==> src/rtl/crcls_pkg.sv <==
`default_nettype none
// ----------------------------------------------------------------------------
// crcls_pkg
// Shared constants and register codes for the length-seeded CRC block.
// ----------------------------------------------------------------------------
package crcls_pkg;

   localparam int CRC_WIDTH = 24;
   localparam int BYTE_W    = 8;
   localparam int LEN_W     = 24;
   localparam int POLY_W    = CRC_WIDTH;
   localparam int RESULT_W  = CRC_WIDTH;
   localparam int CSR_DW    = 32;
   localparam int CSR_AW    = 3;
   localparam int REQ_DW    = BYTE_W + LEN_W;
   localparam int RSP_DW    = CRC_WIDTH;

   localparam logic [POLY_W-1:0] POLY_RESET = 24'h864CFB;

   typedef enum logic {
      REG_POLYNOMIAL = 1'b0,
      REG_UNUSED     = 1'b1
   } reg_index_type;

endpackage : crcls_pkg
`default_nettype wire

==> src/rtl/crcls_csr.sv <==
`default_nettype none
// ----------------------------------------------------------------------------
// crcls_csr
// Register port: holds the generator polynomial, serves reads and writes.
// ----------------------------------------------------------------------------
module crcls_csr
   import crcls_pkg::*;
(
   input  wire logic              clock,
   input  wire logic              reset,
   input  wire logic              csr_psel,
   input  wire logic              csr_penable,
   input  wire logic              csr_pwrite,
   input  wire logic [CSR_AW-1:0] csr_paddr,
   input  wire logic [CSR_DW-1:0] csr_pwdata,
   output logic      [CSR_DW-1:0] csr_prdata,
   output logic                   csr_pready,
   output logic      [POLY_W-1:0] polynomial
);

   logic [POLY_W-1:0] poly_ff;
   logic [POLY_W-1:0] poly_in;
   reg_index_type     reg_index;
   logic              wr_en;

   assign reg_index  = reg_index_type'(csr_paddr[2]);
   assign csr_pready = 1'b1;
   assign wr_en      = csr_psel & csr_penable & csr_pwrite & csr_pready;
   assign polynomial = poly_ff;

   always_comb begin
      poly_in = poly_ff;
      if (wr_en && (reg_index == REG_POLYNOMIAL) && (csr_paddr[1:0] == 2'b00)) begin
         poly_in = csr_pwdata[POLY_W-1:0];
      end
   end

   always_comb begin
      case (reg_index)
         REG_POLYNOMIAL: csr_prdata = {{(CSR_DW-POLY_W){1'b0}}, poly_ff};
         default:        csr_prdata = '0;
      endcase
   end

   always_ff @(posedge clock) begin
      if (reset) begin
         poly_ff <= POLY_RESET;
      end else begin
         poly_ff <= poly_in;
      end
   end

endmodule : crcls_csr
`default_nettype wire

==> src/rtl/crcls_update.sv <==
`default_nettype none
// ----------------------------------------------------------------------------
// crcls_update
// One byte of CRC update: optional seed, then eight bitwise division steps.
// ----------------------------------------------------------------------------
module crcls_update
   import crcls_pkg::*;
(
   input  wire logic [CRC_WIDTH-1:0] acc,
   input  wire logic [POLY_W-1:0]    polynomial,
   input  wire logic [BYTE_W-1:0]    data_byte,
   input  wire logic                 first_byte,
   input  wire logic [LEN_W-1:0]     message_length,
   output logic      [CRC_WIDTH-1:0] acc_next
);

   localparam int SHIFT = CRC_WIDTH - BYTE_W;

   logic [CRC_WIDTH-1:0] poly;
   logic [LEN_W:0]       seed_sum;
   logic [CRC_WIDTH-1:0] seed;
   logic [BYTE_W-1:0]    idx;

   assign poly     = CRC_WIDTH'(polynomial);
   assign seed_sum = {1'b0, message_length} + {{(LEN_W+1-BYTE_W){1'b0}}, data_byte};

   always_comb begin
      seed = first_byte ? CRC_WIDTH'(seed_sum) : acc;
      idx  = seed[CRC_WIDTH-1 -: BYTE_W] ^ data_byte;
   end

   // table entry for idx, worked out bit by bit
   always_comb begin
      logic [CRC_WIDTH-1:0] rem;
      logic [CRC_WIDTH-1:0] dat;
      rem = '0;
      dat = {idx, {SHIFT{1'b0}}};
      for (int i = 0; i < BYTE_W; i++) begin
         if (dat[CRC_WIDTH-1] ^ rem[CRC_WIDTH-1]) begin
            rem = {rem[CRC_WIDTH-2:0], 1'b0} ^ poly;
         end else begin
            rem = {rem[CRC_WIDTH-2:0], 1'b0};
         end
         dat = {dat[CRC_WIDTH-2:0], 1'b0};
      end
      acc_next = {seed[SHIFT-1:0], {BYTE_W{1'b0}}} ^ rem;
   end

endmodule : crcls_update
`default_nettype wire

==> src/rtl/crc24_length_seeded_top.sv <==
`default_nettype none
// ----------------------------------------------------------------------------
// crc24_length_seeded_top
// Length-seeded MSB-first CRC over a byte stream, one byte per transaction.
// ----------------------------------------------------------------------------
//  Channel  | Direction | Content
//  req_     | in        | tdata = data_byte[7:0], message_length[31:8];
//           |           | tuser = first_byte; tlast = last_byte
//  rsp_     | out       | tdata = crc_value[23:0], one per byte marked last
//  csr_     | in/out    | APB register port, polynomial at address 0
//
//  One byte per cycle unless a waiting result stalls; result valid the cycle after the last byte leaves s1.
//  The byte update is one pass of XOR logic between the input stage and
//  the accumulator; the result register holds the CRC until taken.
//  Synchronous reset clears valids and the accumulator and sets the polynomial to POLY_RESET.
//  A waiting result holds a byte marked last in the input stage and stalls
//  the input behind it.
// ----------------------------------------------------------------------------
module crc24_length_seeded_top
   import crcls_pkg::*;
(
   input  wire logic              clock,
   input  wire logic              reset,
   input  wire logic              req_tvalid,
   output logic                   req_tready,
   input  wire logic [REQ_DW-1:0] req_tdata,   // data_byte, message_length
   input  wire logic              req_tuser,   // first_byte
   input  wire logic              req_tlast,
   output logic                   rsp_tvalid,
   input  wire logic              rsp_tready,
   output logic      [RSP_DW-1:0] rsp_tdata,   // crc_value
   input  wire logic              csr_psel,
   input  wire logic              csr_penable,
   input  wire logic              csr_pwrite,
   input  wire logic [CSR_AW-1:0] csr_paddr,
   input  wire logic [CSR_DW-1:0] csr_pwdata,
   output logic      [CSR_DW-1:0] csr_prdata,
   output logic                   csr_pready
);

   logic [POLY_W-1:0]    polynomial;

   logic                 s1_valid_ff, s1_valid_in;
   logic [BYTE_W-1:0]    s1_byte_ff;
   logic [LEN_W-1:0]     s1_len_ff;
   logic                 s1_first_ff;
   logic                 s1_last_ff;
   logic                 s1_fire;
   logic                 req_fire;

   logic [CRC_WIDTH-1:0] acc_ff, acc_in, acc_next;
   logic                 rsp_valid_ff, rsp_valid_in;
   logic [RSP_DW-1:0]    rsp_data_ff, rsp_data_in;

   crcls_csr u_csr (
      .clock       (clock),
      .reset       (reset),
      .csr_psel    (csr_psel),
      .csr_penable (csr_penable),
      .csr_pwrite  (csr_pwrite),
      .csr_paddr   (csr_paddr),
      .csr_pwdata  (csr_pwdata),
      .csr_prdata  (csr_prdata),
      .csr_pready  (csr_pready),
      .polynomial  (polynomial)
   );

   crcls_update u_update (
      .acc            (acc_ff),
      .polynomial     (polynomial),
      .data_byte      (s1_byte_ff),
      .first_byte     (s1_first_ff),
      .message_length (s1_len_ff),
      .acc_next       (acc_next)
   );

   // advance the input stage unless it carries a last byte and the result is stuck
   assign s1_fire    = s1_valid_ff & (~s1_last_ff | ~rsp_valid_ff | rsp_tready);
   assign req_tready = ~s1_valid_ff | s1_fire;
   assign req_fire   = req_tvalid & req_tready;
   assign rsp_tvalid = rsp_valid_ff;
   assign rsp_tdata  = rsp_data_ff;

   always_comb begin
      s1_valid_in  = req_fire | (s1_valid_ff & ~s1_fire);
      acc_in       = s1_fire ? acc_next : acc_ff;
      rsp_valid_in = rsp_valid_ff & ~rsp_tready;
      rsp_data_in  = rsp_data_ff;
      if (s1_fire && s1_last_ff) begin
         rsp_valid_in = 1'b1;
         rsp_data_in  = RSP_DW'(acc_next);
      end
   end

   always_ff @(posedge clock) begin
      if (reset) begin
         s1_valid_ff  <= 1'b0;
         rsp_valid_ff <= 1'b0;
         acc_ff       <= '0;
      end else begin
         s1_valid_ff  <= s1_valid_in;
         rsp_valid_ff <= rsp_valid_in;
         acc_ff       <= acc_in;
      end
   end

   always_ff @(posedge clock) begin
      if (req_fire) begin
         s1_byte_ff  <= req_tdata[BYTE_W-1:0];
         s1_len_ff   <= req_tdata[BYTE_W +: LEN_W];
         s1_first_ff <= req_tuser;
         s1_last_ff  <= req_tlast;
      end
      rsp_data_ff <= rsp_data_in;
   end

   a_last_gives_result: assert property (@(posedge clock) disable iff (reset)
      s1_fire && s1_last_ff |=> rsp_valid_ff)
      else $error("last byte did not load a result");

   a_stall_cause: assert property (@(posedge clock) disable iff (reset)
      !req_tready |-> s1_valid_ff && s1_last_ff && rsp_valid_ff && !rsp_tready)
      else $error("input stalled without a blocked result");

   a_acc_hold: assert property (@(posedge clock) disable iff (reset)
      !s1_fire |=> $stable(acc_ff))
      else $error("accumulator moved without a byte");

endmodule : crc24_length_seeded_top
`default_nettype wire
==> config.mk <==
export PLATFORM = sky130hd
export DESIGN_NAME = crc24_length_seeded_top
export DESIGN_NICKNAME = d
export VERILOG_FILES = /design/src/rtl/crcls_pkg.sv /design/src/rtl/crcls_csr.sv /design/src/rtl/crcls_update.sv /design/src/rtl/crc24_length_seeded_top.sv
export SDC_FILE = /design/constraint.sdc
export NUM_CORES = 1
export LEC_CHECK = 0
export BUFFER_PORTS_ARGS = -buffer_cell sky130_fd_sc_hd__clkbuf_2
export CORE_UTILIZATION = 40
export DETAILED_ROUTE_END_ITERATION = 12
export REMOVE_ABC_BUFFERS = 1
export SLEW_MARGIN = 15
export SYNTH_ARGS = -nofsm -noshare
export SYNTH_HDL_FRONTEND = slang
export SYNTH_SLANG_ARGS = --single-unit
==> constraint.sdc <==
create_clock -name clock -period 8 [get_ports clock]
set_input_delay 0.4 -clock clock [delete_from_list [all_inputs] [get_ports clock]]
set_output_delay 0.4 -clock clock [all_outputs]
set_load 0.1 [all_outputs]
# Word-level counts from Yosys, hierarchy flattened
# Cells that the tools add are included.
# classes
n_addsub	1
n_mux	11
bitwise_logic	32
reduce_logical	4
# ops
operator	n
$mux W24	10
$xor A24 B24 Y24	8
$add A24 B8 Y24	1
$xor A8 B8 Y8	1
$xor A1 B1 Y1	7
$and A1 B1 Y1	6
$not A1 Y1	6
$or A1 B1 Y1	4
$logic_and A1 B1 Y1	3
$logic_not A2 Y1	1
$mux W1	1
# word_totals
ff_bits	108
input_bits	76
out_inout_bits	59
elab_cells	57

# Depth between registers and ports, before layout
# depth
word_depth	19
depth_mapped	20
depth_no_buf	17

# Hierarchy
# From an unflattened synthesis, not the netlist that was laid out.
# hier_totals
cells_unflattened	935
area_unflattened_um2	8832.2
# by_module_without_submodules
module	n_inst	cells_per_inst	area_each_um2	seq_area_each_um2
crcls_update	1	620	4615.7	0.0
crc24_length_seeded_top	1	173	2929.1	2262.2
crcls_csr	1	142	1287.5	480.5

# Worst setup path before layout
# OpenSTA, ideal clock, no wires.
# synth_path
path_kind	flip-flop to flip-flop
start	reg s1_byte_ff[0]
end	reg acc_ff[11]
setup_time_ns	0.080
arrival_time_ns	5.882
required_ns	7.920
path_slack_ns	2.038
path_stages_with_launch	20
n_path_buf	2
synth_period_minus_slack_ns	5.962
path_cell_list	edfxtp_1 ha_1 fa_1 a211oi_2 o211ai_2 a32oi_1 a21oi_2 or2_1 buf_6 o41ai_4 a21boi_2 xnor2_1 xor3_2 a211oi_4 xor3_2 a221oi_4 buf_6 mux2i_1 xnor3_1 a211oi_2
# synth_between
elab_chain_len	19
elab_cells_between_ends	26
classes_between	add/sub: 1; mux: 9; bitwise: 16
# synth_lines
element	line	source
from (decl)	crc24_length_seeded_top.sv:44	logic [BYTE_W-1:0] s1_byte_ff;
from (signal assigned)	crc24_length_seeded_top.sv:109	s1_byte_ff <= req_tdata[BYTE_W-1:0];
$add A24 B8 Y24	crcls_update.sv:25	assign seed_sum = {1'b0, message_length} + {{(LEN_W+1-BYTE_W){1'b0}}, data_byte};
$mux W24	crcls_update.sv:28	seed = first_byte ? CRC_WIDTH'(seed_sum) : acc;
$xor A8 B8 Y8	crcls_update.sv:29	idx = seed[CRC_WIDTH-1 -: BYTE_W] ^ data_byte;
$mux W24	crcls_update.sv:39	if (dat[CRC_WIDTH-1] ^ rem[CRC_WIDTH-1]) begin
$xor A24 B24 Y24 / $xor A1 B1 Y1 (equally long branches)	crcls_update.sv:40, crcls_update.sv:39	
$mux W24	crcls_update.sv:39	
$xor A24 B24 Y24 / $xor A1 B1 Y1 (equally long branches)	crcls_update.sv:40, crcls_update.sv:39	
$mux W24	crcls_update.sv:39	
(+3 left out)	n/a	
$mux W24	crcls_update.sv:39	
$xor A24 B24 Y24 / $xor A1 B1 Y1 (equally long branches)	crcls_update.sv:40, crcls_update.sv:39	
$mux W24	crcls_update.sv:39	
$xor A24 B24 Y24 / $xor A1 B1 Y1 (equally long branches)	crcls_update.sv:40, crcls_update.sv:39	
$mux W24	crcls_update.sv:39	
$xor A24 B24 Y24 / $xor A1 B1 Y1 (equally long branches)	crcls_update.sv:40, crcls_update.sv:39	
$mux W24	crcls_update.sv:39	
$xor A24 B24 Y24 *	crcls_update.sv:46	acc_next = {seed[SHIFT-1:0], {BYTE_W{1'b0}}} ^ rem;
to (signal assigned)	crc24_length_seeded_top.sv:103	acc_ff <= acc_in;
to (decl)	crc24_length_seeded_top.sv:51	logic [CRC_WIDTH-1:0] acc_ff, acc_in, acc_next;
# Mark *: on every way between the ends. The rest lies on a longest branch, timed or not.
# A chain may end at the register's enable or synchronous reset.

# Final worst setup path
# layout_path
start	reg s1_byte_ff[0]
end	reg rsp_data_ff[2] (netlist: rsp_tdata[2]), data pin
# layout_between
elab_chain_len	19
elab_cells_between_ends	26
classes_between	add/sub: 1; mux: 9; bitwise: 16
# layout_lines
element	line	source
$add A24 B8 Y24	crcls_update.sv:25	
$mux W24	crcls_update.sv:28	
$xor A8 B8 Y8 *	crcls_update.sv:29	
$mux W24	crcls_update.sv:39	
$xor A24 B24 Y24 / $xor A1 B1 Y1 (equally long branches)	crcls_update.sv:40, crcls_update.sv:39	
$mux W24	crcls_update.sv:39	
$xor A24 B24 Y24 / $xor A1 B1 Y1 (equally long branches)	crcls_update.sv:40, crcls_update.sv:39	
$mux W24	crcls_update.sv:39	
(+4 left out)	n/a	
$xor A1 B1 Y1 / $xor A24 B24 Y24 (equally long branches)	crcls_update.sv:39, crcls_update.sv:40	
$mux W24	crcls_update.sv:39	
$xor A24 B24 Y24 / $xor A1 B1 Y1 (equally long branches)	crcls_update.sv:40, crcls_update.sv:39	
$mux W24	crcls_update.sv:39	
$xor A24 B24 Y24 / $xor A1 B1 Y1 (equally long branches)	crcls_update.sv:40, crcls_update.sv:39	
$mux W24 *	crcls_update.sv:39	
$xor A24 B24 Y24 *	crcls_update.sv:46	
net acc_next[2]	crc24_length_seeded_top.sv:51	
to (signal assigned)	crc24_length_seeded_top.sv:114	rsp_data_ff <= rsp_data_in;
to (decl)	crc24_length_seeded_top.sv:53	logic [RSP_DW-1:0] rsp_data_ff, rsp_data_in;
# The timed path passes the listed nets; every way through them passes the cells marked *.

==> results.yml <==
status:
  status: "finished clean"
floorplanning:
  rows: 53
  coreArea_mm2: 0.0212
  io_pins: 135
  die_x_um: 150
  die_h_um: 150
  die-area_mm2: 0.0225
  start_util: 0.412
setup_path:
  cp.arrival_ns: 7.10
  max_stage_delay_ns: 0.77
  r2r_setup_slack_ns: 0.99
  critPathLaunchType: "register"
  cp_num_buf_inv: 0
  crit_path_cell_trace: "ha_1 -> fa_1 -> a211oi_2 -> o211ai_2 -> a32o_2 -> nor3_2 -> or2_1 -> a32oi_1 -> a21boi_2 -> xnor2_1 -> xor3_2 -> a211oi_4 -> xor3_2 -> a221oi_4 -> xnor2_2 -> a221oi_1 -> nor2_1"
  worstSetupEndpointType: "register"
  slowest_stage: "a221oi_4"
  startpoint: "s1_byte_ff[0]"
  cp_top_family: "compound AO/OA/AOI/OAI gates"
  cp_max_fo: 16
  crit_type: "reg -> reg"
  r2r_start: "s1_byte_ff[0]"
  required_ns: 8.09
  path_common_cell: "xor3_2"
detailed_routing:
  drtPass1Iterations: 5
  drt_iter0_drc: 422
  drc_errors: 0
  wl_per_cell_um: 16.7
  viasPerCell: 5.27
  vias: 7125
  postRouteAntennaNets: 0
  drt-total-wl_um: 22500
logic_synthesis:
  synth-main-ff-cell: "edfxtp_1"
  synthTopCellsByArea: "edfxtp_1 (20%), xnor2_1 (12%), dfxtp_1 (11%)"
  synth_edf_count: 58
  async_reset_ff_frac: 0
  synth_top_area_frac: 0.199
  syn_avg_cell_area_um2: 8.71
  netlist_instances: 1004
  ys_warn_count: 0
  yosysSeqAreaShare: 0.313
  synth.largest_area_cell: "edfxtp_1"
  ys_types: 77
  syn_area_mm2: 0.00875
  synth-seq-cells: 108
place:
  dp_slack_ns: 1.04
  placed_cells: 1335
  hpwl_um: 16300
  port_buffers: 117
  place_congestion: 0.866
global_route:
  grt_antenna_before_repair: 0
  overflow: 0
  grt.total_usage: 0.206
  grt_max_degree: 52
  grt_pass1_vias: 6562
  grt_pass1_wl_um: 35500
sta:
  max_freq_mhz: 143
  fin_crit_sh: 0.876
  rsz0062_at_grt: "no"
  hold_violations: 0
  clock_skew_ns: 0.0144
  slew_viol_final: 0
  max_slew_margin: 0.242
  finalSetupViolCount: 0
  min_period_ns: 7.01
  setup_tns_ns: 0
  worst_pin_slew_ns: 1.14
  setup_slack_ns: 0.991
finish:
  area_growth_pct: 11.7
  finalNonFillerCells: 1351
  nets: 1156
  antennaDiodeCount: 0
  postLayoutCoreUtil: 0.461
  drive_gt1_frac: 0.165
clock_network:
  cts_tree: "yes"
  clk_latency_ns: 0.37
  cts_resized: 0
  numClockSinks: 108
  holdBufCountCts: 0
  cts.reportedPaths.clkPinSlew_ns: 0.07
  cts_buffer_depth: 2
  clockRootBuffer: "clkbuf_16"
  htree_levels: 3
  cts_made_buffers: 9
  cts_setup_buffers: 0
power_and_ir_drop:
  ir_drop_v: 0.000233
  leakage_uw: 0.00418
  p_per_area_mw_per_mm2: 552
run:
  max-cap-violations: 0
hold_path:
  hold_class: "in -> reg"
  hp-start: "req_tdata[27]"
==> kinds of logic (layout without fill, tap and decap cells) <==
kind of cell    Yosys count  after routing  share of synthesized area
flops                   108            108                      0.313
buf+inv                 105            170                     0.0519
compound gates          170            170                      0.141
simple gates            402            402                      0.222
fa+ha+maj                 9              9                     0.0137
other cells               2              9                   0.000858
mux                      36             36                     0.0413
xor+xnor                172            172                      0.216
==> layout by cell type (no fill, tap or decap), types with 7 or more instances in the layout <==
cell type  synthesis  routed
dfxtp_1           50      50
a211o_1            9       9
nand3_1           32      32
o211ai_1          13      13
a21oi_1           49      49
edfxtp_1          58      58
nor2b_1           23      23
xnor3_1           22      22
nand4_1            7       7
inv_1             22      22
conb_1             2       9
mux2i_1           35      35
o21ai_0           18      18
nor3_1            14      13
ha_1               8       8
and2_1             7       7
and3_1            29      29
clkbuf_16          0       9
o21ai_1           11      11
nand2_1          198     198
a311oi_2           7       7
buf_4              9      13
xor2_1            26      25
a211oi_1           8       8
a21o_1             7       7
a21boi_0          16      16
nand3b_1          23      23
nor2_1            46      45
xnor2_1          118     117
clkbuf_2           0     117
==> routing by layer <==
metal | share of wire | track usage | vias up
met1 | 0.49 | 0.288 | 3347
met4 | 0.017 | 0.0556 | 0
li1 | - | - | 3575
met5 | 0 | 0 | -
met2 | 0.45 | 0.331 | 180
met3 | 0.040 | 0.0296 | 23
==> power by group <==
| group | leakage [uW] | total (uW) | internal (uW) | switching (uW) |
|---|---|---|---|---|
| registers | 0.000961 | 900 | 841 | 58.7 |
| clock network | 0.000144 | 463 | 246 | 217 |
| logic | 0.00308 | 4040 | 1780 | 2260 |
| total | 0.00418 | 5400 | 2870 | 2530 |
==> final timing paths <==
check	endpoint	depth (start not counted)
worst max-delay path	rsp_tdata[2]	17
worst min-delay path	s1_len_ff[19]	1
worst max register to register	rsp_tdata[2]	17
worst min register to register	acc_ff[0]	2
==> sequential cells by signal, indices dropped and copies added (netlist names) <==
register / flops
s1_first_ff: 1
s1_last_ff: 1
rsp_tvalid: 1
s1_len_ff: 24
s1_valid_ff: 1
s1_byte_ff: 8
u_csr.polynomial: 24
rsp_tdata: 24
acc_ff: 24
==> cell type report <==
type	count	area (um2)
Timing Repair Buffer	130	683
Inverter	24	90.1
Multi-Input combinational cell	798	5620
Fill cell	2082	11400
Clock buffer	10	229
Tap cell	275	344
Clock inverter	6	68.8
Sequential cell	108	2740
==> metrics by stage <==
step	area, um2	total power (uW)	hold slack (ns)
after floorplan	8410	4150	0.430
after global placement	9480	4900	0.446
after detailed placement	9480	4930	0.452
after CTS	9770	5420	0.205
after global routing	9770	5760	0.203
final	9770	5400	0.213
==> cells in the mapped netlist, types with 3 or more instances <==
library cell  number
o211ai_1          13
nand3b_1          23
a31oi_1            4
nand3_1           32
a211o_1            9
buf_4              9
nor2_1            46
nor2b_1           23
buf_2              3
clkbuf_1          61
a311oi_2           7
nand4_1            7
or3_1              3
mux2i_1           35
a211oi_1           8
o31ai_1            3
and2_1             7
xnor2_1          118
buf_6              3
dfxtp_1           50
nand2_1          198
nor3_1            14
inv_1             22
xnor3_1           22
a21o_1             7
ha_1               8
buf_1              5
and4_1             3
xor2_1            26
a21oi_1           49
o21ai_1           11
edfxtp_1          58
a21boi_0          16
and3_1            29
o21ai_0           18
Power figures use the tool's default switching activity.
